## config.mk

```make
export PLATFORM = sky130hd
export DESIGN_NAME = eight_bit_cpu_alu_with_flags_top
export DESIGN_NICKNAME = d
export VERILOG_FILES = /design/src/rtl/ebcalu_pkg.sv /design/src/rtl/ebcalu_core.sv /design/src/rtl/eight_bit_cpu_alu_with_flags_top.sv
export SDC_FILE = /design/constraint.sdc
export NUM_CORES = 1
export LEC_CHECK = 0
export ABC_AREA = 1
export BUFFER_PORTS_ARGS = -buffer_cell sky130_fd_sc_hd__buf_4
export CAP_MARGIN = 30
export CORE_ASPECT_RATIO = 1.25
export CORE_MARGIN = 2
export CORE_UTILIZATION = 59
export DETAILED_ROUTE_END_ITERATION = 10
export PLACE_DENSITY = 0.91
export SETUP_SLACK_MARGIN = 0.3
export SKIP_CTS_REPAIR_TIMING = 1
export SLEW_MARGIN = 20
export SYNTH_ARGS = -nofsm -noshare
export SYNTH_HDL_FRONTEND = slang
export SYNTH_SLANG_ARGS = --single-unit
```

## constraint.sdc

```tcl
create_clock -name aclk -period 3.9 [get_ports aclk]
set_input_delay 0.78 -clock aclk [delete_from_list [all_inputs] [get_ports aclk]]
set_output_delay 0.78 -clock aclk [all_outputs]
set_load 0.005 [all_outputs]
```

## src/rtl/ebcalu_pkg.sv

```systemverilog
`timescale 1ns / 1ps
// shared types and constants of the eight-bit alu with flags
// no dependencies; imported by ebcalu_core and the top level
package ebcalu_pkg;

    // operation codes carried in the request
    typedef enum logic [4:0] {
        OP_ADD    = 5'd0,
        OP_ADC    = 5'd1,
        OP_SUB    = 5'd2,
        OP_SBC    = 5'd3,
        OP_AND    = 5'd4,
        OP_XOR    = 5'd5,
        OP_OR     = 5'd6,
        OP_CP     = 5'd7,
        OP_INC    = 5'd8,
        OP_DEC    = 5'd9,
        OP_ADD_HL = 5'd10,
        OP_ADD_SP = 5'd11,
        OP_DAA    = 5'd12,
        OP_CPL    = 5'd13,
        OP_SCF    = 5'd14,
        OP_CCF    = 5'd15,
        OP_RLCA   = 5'd16,
        OP_RRCA   = 5'd17,
        OP_RLA    = 5'd18,
        OP_RRA    = 5'd19,
        OP_RLC    = 5'd20,
        OP_RRC    = 5'd21,
        OP_RL     = 5'd22,
        OP_RR     = 5'd23,
        OP_SLA    = 5'd24,
        OP_SRA    = 5'd25,
        OP_SWAP   = 5'd26,
        OP_SRL    = 5'd27,
        OP_BIT    = 5'd28,
        OP_SET    = 5'd29,
        OP_RES    = 5'd30
    } op_t;

    // rotate kinds, low two bits of the rotate opcodes
    localparam logic [1:0] ROT_LC = 2'd0;
    localparam logic [1:0] ROT_RC = 2'd1;
    localparam logic [1:0] ROT_L  = 2'd2;
    localparam logic [1:0] ROT_R  = 2'd3;

    // flag bit positions
    localparam int FLAG_Z = 3;
    localparam int FLAG_N = 2;
    localparam int FLAG_H = 1;
    localparam int FLAG_C = 0;

    // decimal adjust constants
    localparam logic [7:0] DAA_BCD_MAX  = 8'h99;
    localparam logic [3:0] DAA_NIB_MAX  = 4'h9;
    localparam logic [7:0] DAA_LOW_FIX  = 8'h06;
    localparam logic [7:0] DAA_HIGH_FIX = 8'h60;

    localparam int TDATA_IN_W  = 64;
    localparam int TDATA_OUT_W = 40;

    typedef struct packed {
        logic [4:0]        req_type;
        logic [7:0]        acc_in;
        logic [3:0]        flags_in;
        logic [7:0]        operand_byte;
        logic [15:0]       base_word;
        logic [15:0]       addend_word;
        logic signed [7:0] offset;
        logic [2:0]        bit_index;
    } req_t;

    typedef struct packed {
        logic [7:0]  acc_out;
        logic [3:0]  flags_out;
        logic [7:0]  byte_result;
        logic [15:0] word_result;
    } res_t;

endpackage

```

## src/rtl/ebcalu_core.sv

```systemverilog
`timescale 1ns / 1ps
// operation datapath: one request in, one result out, purely combinational
// depends on ebcalu_pkg
module ebcalu_core import ebcalu_pkg::*; (
    input  req_t req,
    output res_t res
);

    logic [7:0]  a;
    logic [7:0]  v;
    logic [3:0]  fi;
    logic        cin;
    logic        add_cin;
    logic        sub_cin;
    logic [8:0]  add_sum;
    logic [4:0]  add_half;
    logic [8:0]  sub_diff;
    logic [4:0]  sub_half;
    logic [7:0]  inc_val;
    logic [7:0]  dec_val;
    logic [16:0] hl_sum;
    logic [12:0] hl_half;
    logic [15:0] sp_sum;
    logic [4:0]  sp_half;
    logic [8:0]  sp_low;
    logic        daa_lo;
    logic        daa_hi;
    logic [7:0]  daa_corr;
    logic [7:0]  daa_val;
    logic [7:0]  rot_src;
    logic [7:0]  rot_val;
    logic        rot_co;
    logic [7:0]  bit_mask;

    assign a   = req.acc_in;
    assign v   = req.operand_byte;
    assign fi  = req.flags_in;
    assign cin = fi[FLAG_C];

    assign add_cin  = (req.req_type == OP_ADC) ? cin : 1'b0;
    assign sub_cin  = (req.req_type == OP_SBC) ? cin : 1'b0;
    assign add_sum  = {1'b0, a} + {1'b0, v} + {8'd0, add_cin};
    assign add_half = {1'b0, a[3:0]} + {1'b0, v[3:0]} + {4'd0, add_cin};
    // bit 8 / bit 4 of the wrapped difference is the borrow
    assign sub_diff = {1'b0, a} - {1'b0, v} - {8'd0, sub_cin};
    assign sub_half = {1'b0, a[3:0]} - {1'b0, v[3:0]} - {4'd0, sub_cin};

    assign inc_val = v + 8'd1;
    assign dec_val = v - 8'd1;

    assign hl_sum  = {1'b0, req.base_word} + {1'b0, req.addend_word};
    assign hl_half = {1'b0, req.base_word[11:0]} + {1'b0, req.addend_word[11:0]};

    // sp plus offset: flags from the unsigned low-byte add
    assign sp_sum  = req.base_word + {{8{req.offset[7]}}, req.offset};
    assign sp_half = {1'b0, req.base_word[3:0]} + {1'b0, req.offset[3:0]};
    assign sp_low  = {1'b0, req.base_word[7:0]} + {1'b0, req.offset};

    assign daa_lo   = fi[FLAG_H] | (~fi[FLAG_N] & (a[3:0] > DAA_NIB_MAX));
    assign daa_hi   = fi[FLAG_C] | (~fi[FLAG_N] & (a > DAA_BCD_MAX));
    assign daa_corr = (daa_lo ? DAA_LOW_FIX : 8'd0) | (daa_hi ? DAA_HIGH_FIX : 8'd0);
    assign daa_val  = fi[FLAG_N] ? (a - daa_corr) : (a + daa_corr);

    assign rot_src  = (req.req_type < OP_RLC) ? a : v;
    assign bit_mask = 8'd1 << req.bit_index;

    always_comb begin
        case (req.req_type[1:0])
            ROT_LC: begin
                rot_co  = rot_src[7];
                rot_val = {rot_src[6:0], rot_src[7]};
            end
            ROT_RC: begin
                rot_co  = rot_src[0];
                rot_val = {rot_src[0], rot_src[7:1]};
            end
            ROT_L: begin
                rot_co  = rot_src[7];
                rot_val = {rot_src[6:0], cin};
            end
            default: begin
                rot_co  = rot_src[0];
                rot_val = {cin, rot_src[7:1]};
            end
        endcase
    end

    always_comb begin
        res.acc_out     = a;
        res.flags_out   = fi;
        res.byte_result = 8'd0;
        res.word_result = 16'd0;
        unique case (req.req_type)
            OP_ADD, OP_ADC: begin
                res.acc_out   = add_sum[7:0];
                res.flags_out = {add_sum[7:0] == 8'd0, 1'b0, add_half[4], add_sum[8]};
            end
            OP_SUB, OP_SBC: begin
                res.acc_out   = sub_diff[7:0];
                res.flags_out = {sub_diff[7:0] == 8'd0, 1'b1, sub_half[4], sub_diff[8]};
            end
            OP_CP: begin
                res.flags_out = {sub_diff[7:0] == 8'd0, 1'b1, sub_half[4], sub_diff[8]};
            end
            OP_AND: begin
                res.acc_out   = a & v;
                res.flags_out = {(a & v) == 8'd0, 1'b0, 1'b1, 1'b0};
            end
            OP_XOR: begin
                res.acc_out   = a ^ v;
                res.flags_out = {(a ^ v) == 8'd0, 3'b000};
            end
            OP_OR: begin
                res.acc_out   = a | v;
                res.flags_out = {(a | v) == 8'd0, 3'b000};
            end
            OP_INC: begin
                res.byte_result = inc_val;
                res.flags_out   = {inc_val == 8'd0, 1'b0, v[3:0] == 4'hF, cin};
            end
            OP_DEC: begin
                res.byte_result = dec_val;
                res.flags_out   = {dec_val == 8'd0, 1'b1, v[3:0] == 4'h0, cin};
            end
            OP_ADD_HL: begin
                res.word_result = hl_sum[15:0];
                res.flags_out   = {fi[FLAG_Z], 1'b0, hl_half[12], hl_sum[16]};
            end
            OP_ADD_SP: begin
                res.word_result = sp_sum;
                res.flags_out   = {2'b00, sp_half[4], sp_low[8]};
            end
            OP_DAA: begin
                res.acc_out   = daa_val;
                res.flags_out = {daa_val == 8'd0, fi[FLAG_N], 1'b0, daa_hi};
            end
            OP_CPL: begin
                res.acc_out   = ~a;
                res.flags_out = {fi[FLAG_Z], 1'b1, 1'b1, cin};
            end
            OP_SCF: res.flags_out = {fi[FLAG_Z], 2'b00, 1'b1};
            OP_CCF: res.flags_out = {fi[FLAG_Z], 2'b00, ~cin};
            OP_RLCA, OP_RRCA, OP_RLA, OP_RRA: begin
                // accumulator rotates always clear z
                res.acc_out     = rot_val;
                res.byte_result = rot_val;
                res.flags_out   = {3'b000, rot_co};
            end
            OP_RLC, OP_RRC, OP_RL, OP_RR: begin
                res.byte_result = rot_val;
                res.flags_out   = {rot_val == 8'd0, 2'b00, rot_co};
            end
            OP_SLA: begin
                res.byte_result = {v[6:0], 1'b0};
                res.flags_out   = {v[6:0] == 7'd0, 2'b00, v[7]};
            end
            OP_SRA: begin
                res.byte_result = {v[7], v[7:1]};
                res.flags_out   = {v[7:1] == 7'd0, 2'b00, v[0]};
            end
            OP_SWAP: begin
                res.byte_result = {v[3:0], v[7:4]};
                res.flags_out   = {v == 8'd0, 3'b000};
            end
            OP_SRL: begin
                res.byte_result = {1'b0, v[7:1]};
                res.flags_out   = {v[7:1] == 7'd0, 2'b00, v[0]};
            end
            OP_BIT: res.flags_out = {(v & bit_mask) == 8'd0, 1'b0, 1'b1, cin};
            OP_SET: begin
                res.byte_result = v | bit_mask;
                res.flags_out   = fi;
            end
            OP_RES: begin
                res.byte_result = v & ~bit_mask;
                res.flags_out   = fi;
            end
            // unused code: pass accumulator and flags through
            default: res.flags_out = fi;
        endcase
    end

endmodule

```

## src/rtl/eight_bit_cpu_alu_with_flags_top.sv

```systemverilog
`timescale 1ns / 1ps
// top level of the eight-bit alu with flags: request register, datapath, result register
// depends on ebcalu_pkg and ebcalu_core
//
//  channel | dir | tdata fields (low bit up)                          | tuser
//  --------+-----+-----------------------------------------------------+---------
//  s_      | in  | acc_in, flags_in, operand_byte, base_word,          | req_type
//          |     | addend_word, offset, bit_index, zero pad to 64      |
//  m_      | out | acc_out, flags_out, byte_result, word_result,       | -
//          |     | zero pad to 40                                      |
//
// one request per cycle sustained when m_tready is high; requests pass both registers
// the datapath is one combinational pass between the request and result registers
// synchronous active-low reset empties both registers; payload is not reset
// a stalled m_ side holds the result; the request register still fills behind it,
// and s_tready drops only when both registers are full and m_tready is low
module eight_bit_cpu_alu_with_flags_top import ebcalu_pkg::*; (
    input  logic                   aclk,
    input  logic                   aresetn,
    input  logic                   s_tvalid,
    output logic                   s_tready,
    // [7:0] acc_in, [11:8] flags_in, [19:12] operand_byte, [35:20] base_word,
    // [51:36] addend_word, [59:52] offset, [62:60] bit_index, [63] zero
    input  logic [TDATA_IN_W-1:0]  s_tdata,
    // [4:0] req_type
    input  logic [4:0]             s_tuser,
    output logic                   m_tvalid,
    input  logic                   m_tready,
    // [7:0] acc_out, [11:8] flags_out, [19:12] byte_result, [35:20] word_result,
    // [39:36] zero
    output logic [TDATA_OUT_W-1:0] m_tdata
);

    logic in_valid_reg, in_valid_next;
    req_t in_req_reg;
    logic m_valid_reg, m_valid_next;
    res_t out_res_reg;
    res_t alu_res;
    req_t s_req;
    logic s_fire;
    logic out_load;

    // unpack the incoming request
    always_comb begin
        s_req.req_type     = op_t'(s_tuser);
        s_req.acc_in       = s_tdata[7:0];
        s_req.flags_in     = s_tdata[11:8];
        s_req.operand_byte = s_tdata[19:12];
        s_req.base_word    = s_tdata[35:20];
        s_req.addend_word  = s_tdata[51:36];
        s_req.offset       = s_tdata[59:52];
        s_req.bit_index    = s_tdata[62:60];
    end

    // result register takes the datapath output when empty or being drained
    assign out_load = in_valid_reg && (!m_valid_reg || m_tready);
    assign s_tready = !in_valid_reg || out_load;
    assign s_fire   = s_tvalid && s_tready;

    always_comb begin
        if (s_fire) begin
            in_valid_next = 1'b1;
        end else if (out_load) begin
            in_valid_next = 1'b0;
        end else begin
            in_valid_next = in_valid_reg;
        end
        if (out_load) begin
            m_valid_next = 1'b1;
        end else if (m_tready) begin
            m_valid_next = 1'b0;
        end else begin
            m_valid_next = m_valid_reg;
        end
    end

    ebcalu_core u_core (
        .req (in_req_reg),
        .res (alu_res)
    );

    always_ff @(posedge aclk) begin
        if (!aresetn) begin
            in_valid_reg <= 1'b0;
            m_valid_reg  <= 1'b0;
        end else begin
            in_valid_reg <= in_valid_next;
            m_valid_reg  <= m_valid_next;
        end
    end

    always_ff @(posedge aclk) begin
        if (s_fire) begin
            in_req_reg <= s_req;
        end
        if (out_load) begin
            out_res_reg <= alu_res;
        end
    end

    assign m_tvalid = m_valid_reg;
    assign m_tdata  = {4'd0, out_res_reg.word_result, out_res_reg.byte_result,
                       out_res_reg.flags_out, out_res_reg.acc_out};

    // a result moved forward is offered on the next cycle
    a_load_shows : assert property (@(posedge aclk) disable iff (!aresetn)
        out_load |=> m_valid_reg)
        else $error("loaded result not offered");

    // a held request is never dropped while the result side is stalled
    a_req_kept : assert property (@(posedge aclk) disable iff (!aresetn)
        (in_valid_reg && !out_load) |=> in_valid_reg)
        else $error("pending request lost");

    // backpressure only when both registers are full and the sink stalls
    a_ready_cause : assert property (@(posedge aclk) disable iff (!aresetn)
        !s_tready |-> (in_valid_reg && m_valid_reg && !m_tready))
        else $error("request side stalled without cause");

    // reset leaves both registers empty
    a_reset_empty : assert property (@(posedge aclk)
        !aresetn |=> (!in_valid_reg && !m_valid_reg))
        else $error("registers not empty after reset");

endmodule

```

==> impl_metrics.json, run 1 <==
{
  "power_density_nw_per_um2": 326,
  "cts_tree": "yes",
  "fin_area_um2": 9920,
  "reg2reg_depth": 15,
  "io_buffers": 109,
  "end_kind": "flip-flop",
  "clk_latency_ps": 360,
  "worst-path-buf-inv": 2,
  "postSynthCellCount": 1116,
  "grt_pass1_wl_mm": 41.9,
  "cp_slowest_stage_delay_ps": 540,
  "nFillCells": 1222,
  "drtIter0Drc": 805,
  "cp_common_cell": "nand2_1",
  "coreArea_um2": 14300,
  "seqCellArea_um2": 3160,
  "grt_max_degree": 36,
  "antenna_found_initial": 0,
  "syn-cell-area_um2": 8570,
  "start_kind": "flip-flop",
  "wl_per_cell_um": 19.0,
  "path_depth": 15,
  "peakVddDrop_uv": 313,
  "slew_viol_final": 0,
  "worstHoldPathCells": 2,
  "drc_errors": 0,
  "drt-pass1-iter-count": 7,
  "status": "complete, no violations",
  "syn_avg_cell_area_um2": 7.68,
  "timing.setup.tns_ps": 0,
  "wl_mm": 26.9,
  "cp_slowest_cell": "edfxtp_1",
  "clockBufferDepth": 2,
  "gr-total-overflow": 0,
  "vias_per_cell": 6.09,
  "path_delay_family": "simple AND/OR/NAND/NOR gates",
  "cts.reportedPaths.clkPinSlew_ps": 80,
  "path_class": "flip-flop to flip-flop",
  "fmax_ghz": 0.312,
  "fp.dieW_um": 112,
  "initial_core_util_pct": 60.0,
  "placed_area_um2": 9610,
  "vias": 8606,
  "rsz0062_at_grt": "no",
  "pin_count": 115,
  "p_leak_nw": 4.68,
  "hpwlAfterDp_mm": 21.2,
  "grt_usage_pct": 34.3,
  "area_growth_syn_to_layout_pct": 15.8,
  "multi_input_area_um2": 4740,
  "ys_types": 50,
  "die-height_um": 139,
  "min_period_ps": 3210,
  "yosys_warnings": 0,
  "clock-sinks": 106,
  "htree_levels": 3,
  "grt_pass1_vias": 8453,
  "synth.ff_latch_count": 106,
  "ant_nets": 0,
  "max_cap_violations": 0,
  "finalHoldViolations": 0,
  "crit_fanout": 9,
  "finalSetupViolCount": 0,
  "final_net_count": 1385,
  "largest_reg_flops": 68,
  "place_congestion": 1.01,
  "layoutNonFillerInstCount": 1414,
  "finalCritPeriodShare_pct": 82.3,
  "synth-seq-area-share_pct": 36.9,
  "cp.arrival_ps": 3310,
  "crit_chain": "inv_1, nand2_1, nor4_1, fa_1, inv_1, fa_1, nand3b_1, nand2_1, nand2_1, nand2_1, nand2_1, nand2_1, o22ai_1, nor2_1, o211ai_1",
  "worst_pin_slew_ps": 981,
  "post-place-cells": 1398,
  "cts_buffers": 9,
  "finClkSkew_ps": 10.9,
  "drive_above_1_share_pct": 12.7,
  "hold_class": "flip-flop to flip-flop",
  "slew_headroom_pct": 34.4,
  "std_cell_rows": 49,
  "num_antenna_cells": 0,
  "critical_path_required_ps": 4000,
  "ctsRootBufferMaster": "clkbuf_16",
  "die-area_um2": 15500
}
[cell usage in the layout (no fill, tap or decap), types with 7 or more instances in the layout]
| cell | count |
|---|---|
| inv_1 | 137 |
| o22ai_1 | 26 |
| nor2_1 | 114 |
| o21ai_0 | 50 |
| nand3_1 | 85 |
| xor2_1 | 7 |
| edfxtp_1 | 104 |
| ha_1 | 75 |
| nand2_1 | 273 |
| o2111ai_1 | 9 |
| nand4_1 | 32 |
| nor3_1 | 13 |
| clkbuf_16 | 9 |
| buf_4 | 125 |
| a21oi_1 | 62 |
| nand3b_1 | 10 |
| a21o_1 | 8 |
| a211oi_1 | 7 |
[final cells by class]
cell class / count / share of cell area (%)
clock buffers: 10 / 2.41
inverters: 145 / 5.48
clock inverters: 6 / 0.744
repair buffers: 125 / 9.46
well taps: 178 / 2.24
multi-input cells: 844 / 47.8
flip-flops and latches: 106 / 31.9
[metal layers]
metal	track usage [%]	vias up	wire [um]
met4	18.1	0	1470
li1	-	4079	-
met3	5.03	115	1940
met2	61.0	468	13600
met5	0	-	0
met1	39.9	3944	9830
[through the flow]
stage | util (%) | total power, mW | hold slack [ps] | worst slack [ps]
final | 69.5 | 3.24 | 548 | 690
after global routing | 69.5 | 3.38 | 573 | 516
after CTS | 69.5 | 3.22 | 546 | 712
after detailed placement | 67.3 | 2.27 | 535 | 728
after global placement | 67.3 | 2.24 | 509 | 820
after floorplan | - | 1.97 | 447 | 860
[cell usage after synthesis (all sizes together)]
library cell / number / area, um^2
ha: 75 / 938
nand4: 32 / 200
and2: 1 / 6.26
inv: 141 / 529
buf: 17 / 113
nand3b: 10 / 75.1
nor3b: 1 / 7.51
conb: 1 / 3.75
a31oi: 6 / 37.5
nand3: 85 / 425
o31ai: 2 / 15.0
o2111ai: 9 / 78.8
xor2: 7 / 61.3
or2: 5 / 31.3
nor2: 116 / 445
a2111oi: 1 / 8.76
a32oi: 1 / 8.76
clkbuf: 7 / 27.5
clkinv: 4 / 15.0
o221ai: 3 / 26.3
nand2: 275 / 1040
o21bai: 6 / 45.0
o21ai: 56 / 284
dfxtp: 2 / 40.0
xnor2: 6 / 52.6
o21a: 2 / 15.0
a21oi: 63 / 315
and3: 1 / 6.26
nor3: 14 / 75.1
edfxtp: 104 / 3120
o22ai: 26 / 163
fa: 6 / 120
a22oi: 2 / 15.0
nor4: 4 / 25.0
a211oi: 7 / 52.6
a22o: 1 / 8.76
a221oi: 4 / 35.0
a21o: 8 / 60.1
mux2i: 1 / 10.0
o211ai: 4 / 30.0
[path summary, 6_finish.rpt]
| check | slack, ps | to | from |
|---|---|---|---|
| setup reg to reg | 690 | m_tdata[6]$_DFFE_PP_ | in_req_reg[64]$_DFFE_PP_ |
| hold reg to reg | 550 | m_tvalid$_SDFFE_PN0P_ | m_tvalid$_SDFFE_PN0P_ |
| hold / removal | 550 | m_tvalid$_SDFFE_PN0P_ | m_tvalid$_SDFFE_PN0P_ |
| setup / recovery | 690 | m_tdata[6]$_DFFE_PP_ | in_req_reg[64]$_DFFE_PP_ |
[cells by family after synthesis]
kind of cell / count (synthesis) / synth area share, %
xor+xnor: 13 / 1.33
simple gates: 544 / 27.3
other cells: 1 / 0.0438
buf+inv: 169 / 7.99
fa+ha+maj: 81 / 12.4
mux: 1 / 0.117
compound gates: 201 / 14.0
flops: 106 / 36.9
[power by group]
part           switching (mW)  leakage [nW]  internal, mW
clock                   0.443         0.147         0.523
sequential             0.0532          1.04          1.33
combinational           0.564          3.50         0.325
[worst register-to-register path, cell delays in order (launching register included)]
cell	delay, ps
edfxtp_1	540
inv_1	100
nand2_1	140
nor4_1	340
fa_1	300
inv_1	70
fa_1	390
nand3b_1	170
nand2_1	170
nand2_1	100
nand2_1	70
nand2_1	60
nand2_1	90
o22ai_1	80
nor2_1	180
o211ai_1	140
(Power assumes the default switching activity.)
==> run 2, diff against run 1 <==
==> constraint.sdc (replaced) <==
create_clock -name aclk -period 3.3 [get_ports aclk]
set_input_delay 0.66 -clock aclk [delete_from_list [all_inputs] [get_ports aclk]]
set_output_delay 0.66 -clock aclk [all_outputs]
set_load 0.005 [all_outputs]
==> run 2 against run 1 <==
Compared with the run above: wire length up 3.9%; critical path depth unchanged; clock-buffer cell count shrank 1; setup slack lost 350 ps; total power increased by 20%; via count grew 0.99%; critical path type unchanged; highest routed layer unchanged.
==> impl_metrics.json, run 2 (synthesized netlist as in run 1, its figures left out) <==
{
  "status": "complete, no violations",
  "final_net_count": 1412,
  "max_cap_violations": 0,
  "peakVddDrop_uv": 327,
  "top_layer_used": "met4",
  "slew_headroom_pct": 56.1,
  "end_kind": "flip-flop",
  "grt_pass1_vias": 8536,
  "critical_path_required_ps": 3400,
  "fp.dieW_um": 112,
  "worstSetupStartpoint": "in_req_reg[66]$_DFFE_PP_",
  "cp.arrival_ps": 3060,
  "most-common-layout-cells": "nand2_1, buf_4, inv_1",
  "vias": 8691,
  "min_period_ps": 2960,
  "power_density_nw_per_um2": 383,
  "cts.reportedPaths.clkPinSlew_ps": 90,
  "clk_latency_ps": 370,
  "fin_area_um2": 10200,
  "io_buffers": 109,
  "worst_pin_slew_ps": 652,
  "path_class": "flip-flop to flip-flop",
  "drc_errors": 0,
  "ant_nets": 0,
  "finalPower_mw": 3.88,
  "finalSetupViolCount": 0,
  "gr-total-overflow": 0,
  "clock-sinks": 106,
  "final_common_cell": "nand2_1",
  "drt-pass1-iter-count": 6,
  "std_cell_rows": 49,
  "finClkSkew_ps": 14.7,
  "reg2reg_from": "in_req_reg[66]$_DFFE_PP_",
  "wl_met1_mm": 10.1,
  "hpwlAfterDp_mm": 22.2,
  "rsz0062_at_grt": "yes",
  "wl_per_cell_um": 19.4,
  "timing.setup.tns_ps": 0,
  "ctsRootBufferMaster": "clkbuf_16",
  "slew_viol_final": 0,
  "die-area_um2": 15500,
  "start_kind": "flip-flop",
  "largest_reg_flops": 68,
  "cts_buffers": 9,
  "area_growth_syn_to_layout_pct": 18.5,
  "initial_core_util_pct": 60.0,
  "clockBufferDepth": 2,
  "die-height_um": 139,
  "wl_met2_mm": 14.2,
  "grt_pass1_wl_mm": 43.5,
  "p_leak_nw": 4.82,
  "place_congestion": 1.01,
  "drive_above_1_share_pct": 15.0,
  "wl_mm": 27.9,
  "grt_max_degree": 38,
  "htree_levels": 3,
  "drtIter0Drc": 824,
  "placed_area_um2": 9810,
  "cts_tree": "yes",
  "dp_slack_ps": 285,
  "fmax_ghz": 0.338,
  "worst_slack_ps": 341,
  "pin_count": 115,
  "coreArea_um2": 14300,
  "hold_class": "input port to flip-flop",
  "wl_met3_mm": 2.07,
  "crit_fanout": 7,
  "grt_usage_pct": 35.9,
  "vias_per_cell": 6.03,
  "finalHoldViolations": 0,
  "num_antenna_cells": 0,
  "worstHoldStart": "s_tdata[16]",
  "finalCritPeriodShare_pct": 89.7,
  "antenna_found_initial": 0
}
-- run 2: worst paths after layout --
kind	to	slack [ps]	cells after the start
worst min-delay path	in_req_reg[47]$_DFFE_PP_	460	1
worst max-delay path	m_tdata[6]$_DFFE_PP_	340	15
worst max register to register	m_tdata[6]$_DFFE_PP_	340	15
worst min register to register	m_tvalid$_SDFFE_PN0P_	540	2
-- run 2: layout make-up --
cell class                 count  area [um^2]
sequential                   106         3160
inverter                     145          544
clock inverter                 7         83.8
timing repair buffer         152         1150
multi-input combinational    844         4760
tap                          178          223
fill                        1161         4130
clock buffer                   9          225
-- run 2: report_power, final --
part | total, mW | internal, mW | switching (mW)
registers | 1.62 | 1.57 | 0.0513
logic | 1.11 | 0.413 | 0.694
clock network | 1.15 | 0.604 | 0.550
-- run 2: stage by stage --
stage / utilization [%] / instances / hold slack [ps]
6_report: 71.1 / 1441 / 459
5_1_grt: 71.1 / 1441 / 459
4_1_cts: 70.8 / 1439 / 460
3_5_place_dp: 68.7 / 1423 / 529
3_3_place_gp: 68.7 / 1423 / 512
2_1_floorplan: - / 1119 / 447
-- run 2: metal layers --
metal  GRT usage, %  vias up
met5              0        -
met4           17.3        0
met3           5.11      122
met2           63.8      515
met1           42.5     3930
li1               -     4124
-- run 2: worst max-delay path: stages (launching register included) --
cell      delay (ps)
edfxtp_1         520
inv_2            140
nand2_2           80
nor4_2           210
fa_2             270
inv_1             50
fa_1             390
nand3b_1         170
nand2_1          160
nand2_1           90
nand2_1           60
nand2_1           60
nand2_1           80
o22ai_1          100
nor2_1           150
o211ai_1         130
==> run 3, diff against run 2 <==
--- a/config.mk
+++ b/config.mk
@@ -12,7 +12,7 @@
 export CORE_MARGIN = 2
 export CORE_UTILIZATION = 59
 export DETAILED_ROUTE_END_ITERATION = 10
-export PLACE_DENSITY = 0.91
+export PLACE_DENSITY = 0.79
 export SETUP_SLACK_MARGIN = 0.3
 export SKIP_CTS_REPAIR_TIMING = 1
 export SLEW_MARGIN = 20
==> run 3 against run 2 <==
Compared with the run above: critical path depth shrank 5; cell count grew 0.14%; combinational power is essentially flat; critical endpoint is now m_tdata[4]$_DFFE_PP_; hold slack gained 5.8 ps; total power shrank 1.2%.
==> impl_metrics.json, run 3 (synthesized netlist as in run 1, its figures left out) <==
{
  "post-place-cells": 1418,
  "wl_per_cell_um": 18.8,
  "grt_pass1_wl_mm": 42.1,
  "most-common-layout-cells": "nand2_1, buf_4, inv_1",
  "coreArea_um2": 14300,
  "cp_common_cell": "fa_1",
  "num_antenna_cells": 0,
  "cp.arrival_ps": 3020,
  "max_cap_violations": 0,
  "finalSetupViolCount": 0,
  "vias": 8773,
  "worst_pin_slew_ps": 727,
  "crit_fanout": 5,
  "slew_headroom_pct": 51.0,
  "place_congestion": 1.03,
  "cts.reportedPaths.clkPinSlew_ps": 80,
  "peakVddDrop_uv": 317,
  "vias_per_cell": 6.08,
  "final_net_count": 1414,
  "final_common_cell": "nand2_1",
  "grt_pass1_vias": 8605,
  "drt-pass1-iter-count": 6,
  "finalPower_mw": 3.84,
  "clock-sinks": 106,
  "status": "complete, no violations",
  "gr-total-overflow": 0,
  "power_density_nw_per_um2": 376,
  "slew_viol_final": 0,
  "fin_area_um2": 10200,
  "cp_slowest_stage_delay_ps": 490,
  "min_period_ps": 2930,
  "placed_area_um2": 9770,
  "initial_core_util_pct": 60.0,
  "htree_levels": 3,
  "reg2reg_depth": 10,
  "area_growth_syn_to_layout_pct": 18.9,
  "die-area_um2": 15500,
  "pin_count": 115,
  "drive_above_1_share_pct": 15.4,
  "grt_max_degree": 56,
  "grt_usage_pct": 34.4,
  "finClkSkew_ps": 14.0,
  "drtIter0Drc": 772,
  "fmax_ghz": 0.341,
  "wl_mm": 27.2,
  "worstHoldPathCells": 1,
  "clockBufferDepth": 2,
  "end_kind": "flip-flop",
  "fp.dieW_um": 112,
  "start_kind": "flip-flop",
  "std_cell_rows": 49,
  "p_leak_nw": 4.83,
  "ctsRootBufferMaster": "clkbuf_16",
  "hold_class": "input port to flip-flop",
  "crit_chain": "nor2_2, nand4_1, fa_1, fa_1, nand3_1, nand3b_1, nand2_1, nor2_1, a211oi_1, o211ai_1",
  "cp_slowest_cell": "edfxtp_1",
  "largest_reg_flops": 68,
  "io_buffers": 109,
  "cts_tree": "yes",
  "cts_buffers": 9,
  "whs_ps": 465,
  "critical_path_required_ps": 3390,
  "antenna_found_initial": 0,
  "layoutNonFillerInstCount": 1443,
  "hpwlAfterDp_mm": 21.1,
  "drc_errors": 0,
  "die-height_um": 139,
  "timing.setup.tns_ps": 0,
  "path_class": "flip-flop to flip-flop",
  "finalHoldViolations": 0,
  "ant_nets": 0,
  "rsz0062_at_grt": "no",
  "clk_latency_ps": 370,
  "finalCritPeriodShare_pct": 88.8
}
-- run 3: changes by cell type in the layout (fill, tap and decap cells not counted), sizes merged --
cell      before  now
clkbuf         9   10
clkinvlp       0    2
bufinv         1    0
buf          152  154
inv          144  145
clkinv         7    4
-- run 3: critical path: cells and delay by family, from the launching register on --
family / cells / cell delay, ps
flip-flops: 1 / 490
AO/OA/AOI/OAI: 2 / 470
adder cells (fa/ha/maj): 2 / 900
AND/OR/NAND/NOR: 6 / 790
-- run 3: layer usage --
metal	track usage (%)	share of wire (%)	vias up
met2	59.7	49	521
met5	0	0	-
met3	4.02	7.2	133
li1	-	-	4141
met4	22.5	6.5	0
met1	40.0	38	3978
-- run 3: layout make-up --
| type | instances | area [um^2] |
|---|---|---|
| Inverter | 145 | 548 |
| Sequential cell | 106 | 3160 |
| Clock inverter | 6 | 56.3 |
| Timing Repair Buffer | 154 | 1170 |
| Tap cell | 178 | 223 |
| Multi-Input combinational cell | 844 | 4790 |
| Fill cell | 1183 | 4100 |
| Clock buffer | 10 | 239 |
-- run 3: worst paths after layout --
path	from	endpoint	slack, ps
min reg2reg	in_valid_reg$_SDFFE_PN0P_	m_tvalid$_SDFFE_PN0P_	540
min	s_tdata[12]	in_req_reg[43]$_DFFE_PP_	470
max	in_req_reg[65]$_DFFE_PP_	m_tdata[4]$_DFFE_PP_	370
max reg2reg	in_req_reg[65]$_DFFE_PP_	m_tdata[4]$_DFFE_PP_	370
-- run 3: power by group --
group / leakage, nW / total [mW] / internal [mW] / switching [mW]
Combinational: 3.65 / 1.12 / 0.419 / 0.699
Sequential: 1.04 / 1.62 / 1.57 / 0.0489
Clock: 0.144 / 1.10 / 0.551 / 0.547
Total: 4.83 / 3.84 / 2.54 / 1.29
-- run 3: through the flow --
step / setup slack, ps / utilization (%)
after floorplan: 380 / -
after global placement: 388 / 68.4
after detailed placement: 320 / 68.4
after CTS: 289 / 70.5
after global routing: 278 / 71.3
final: 371 / 71.3
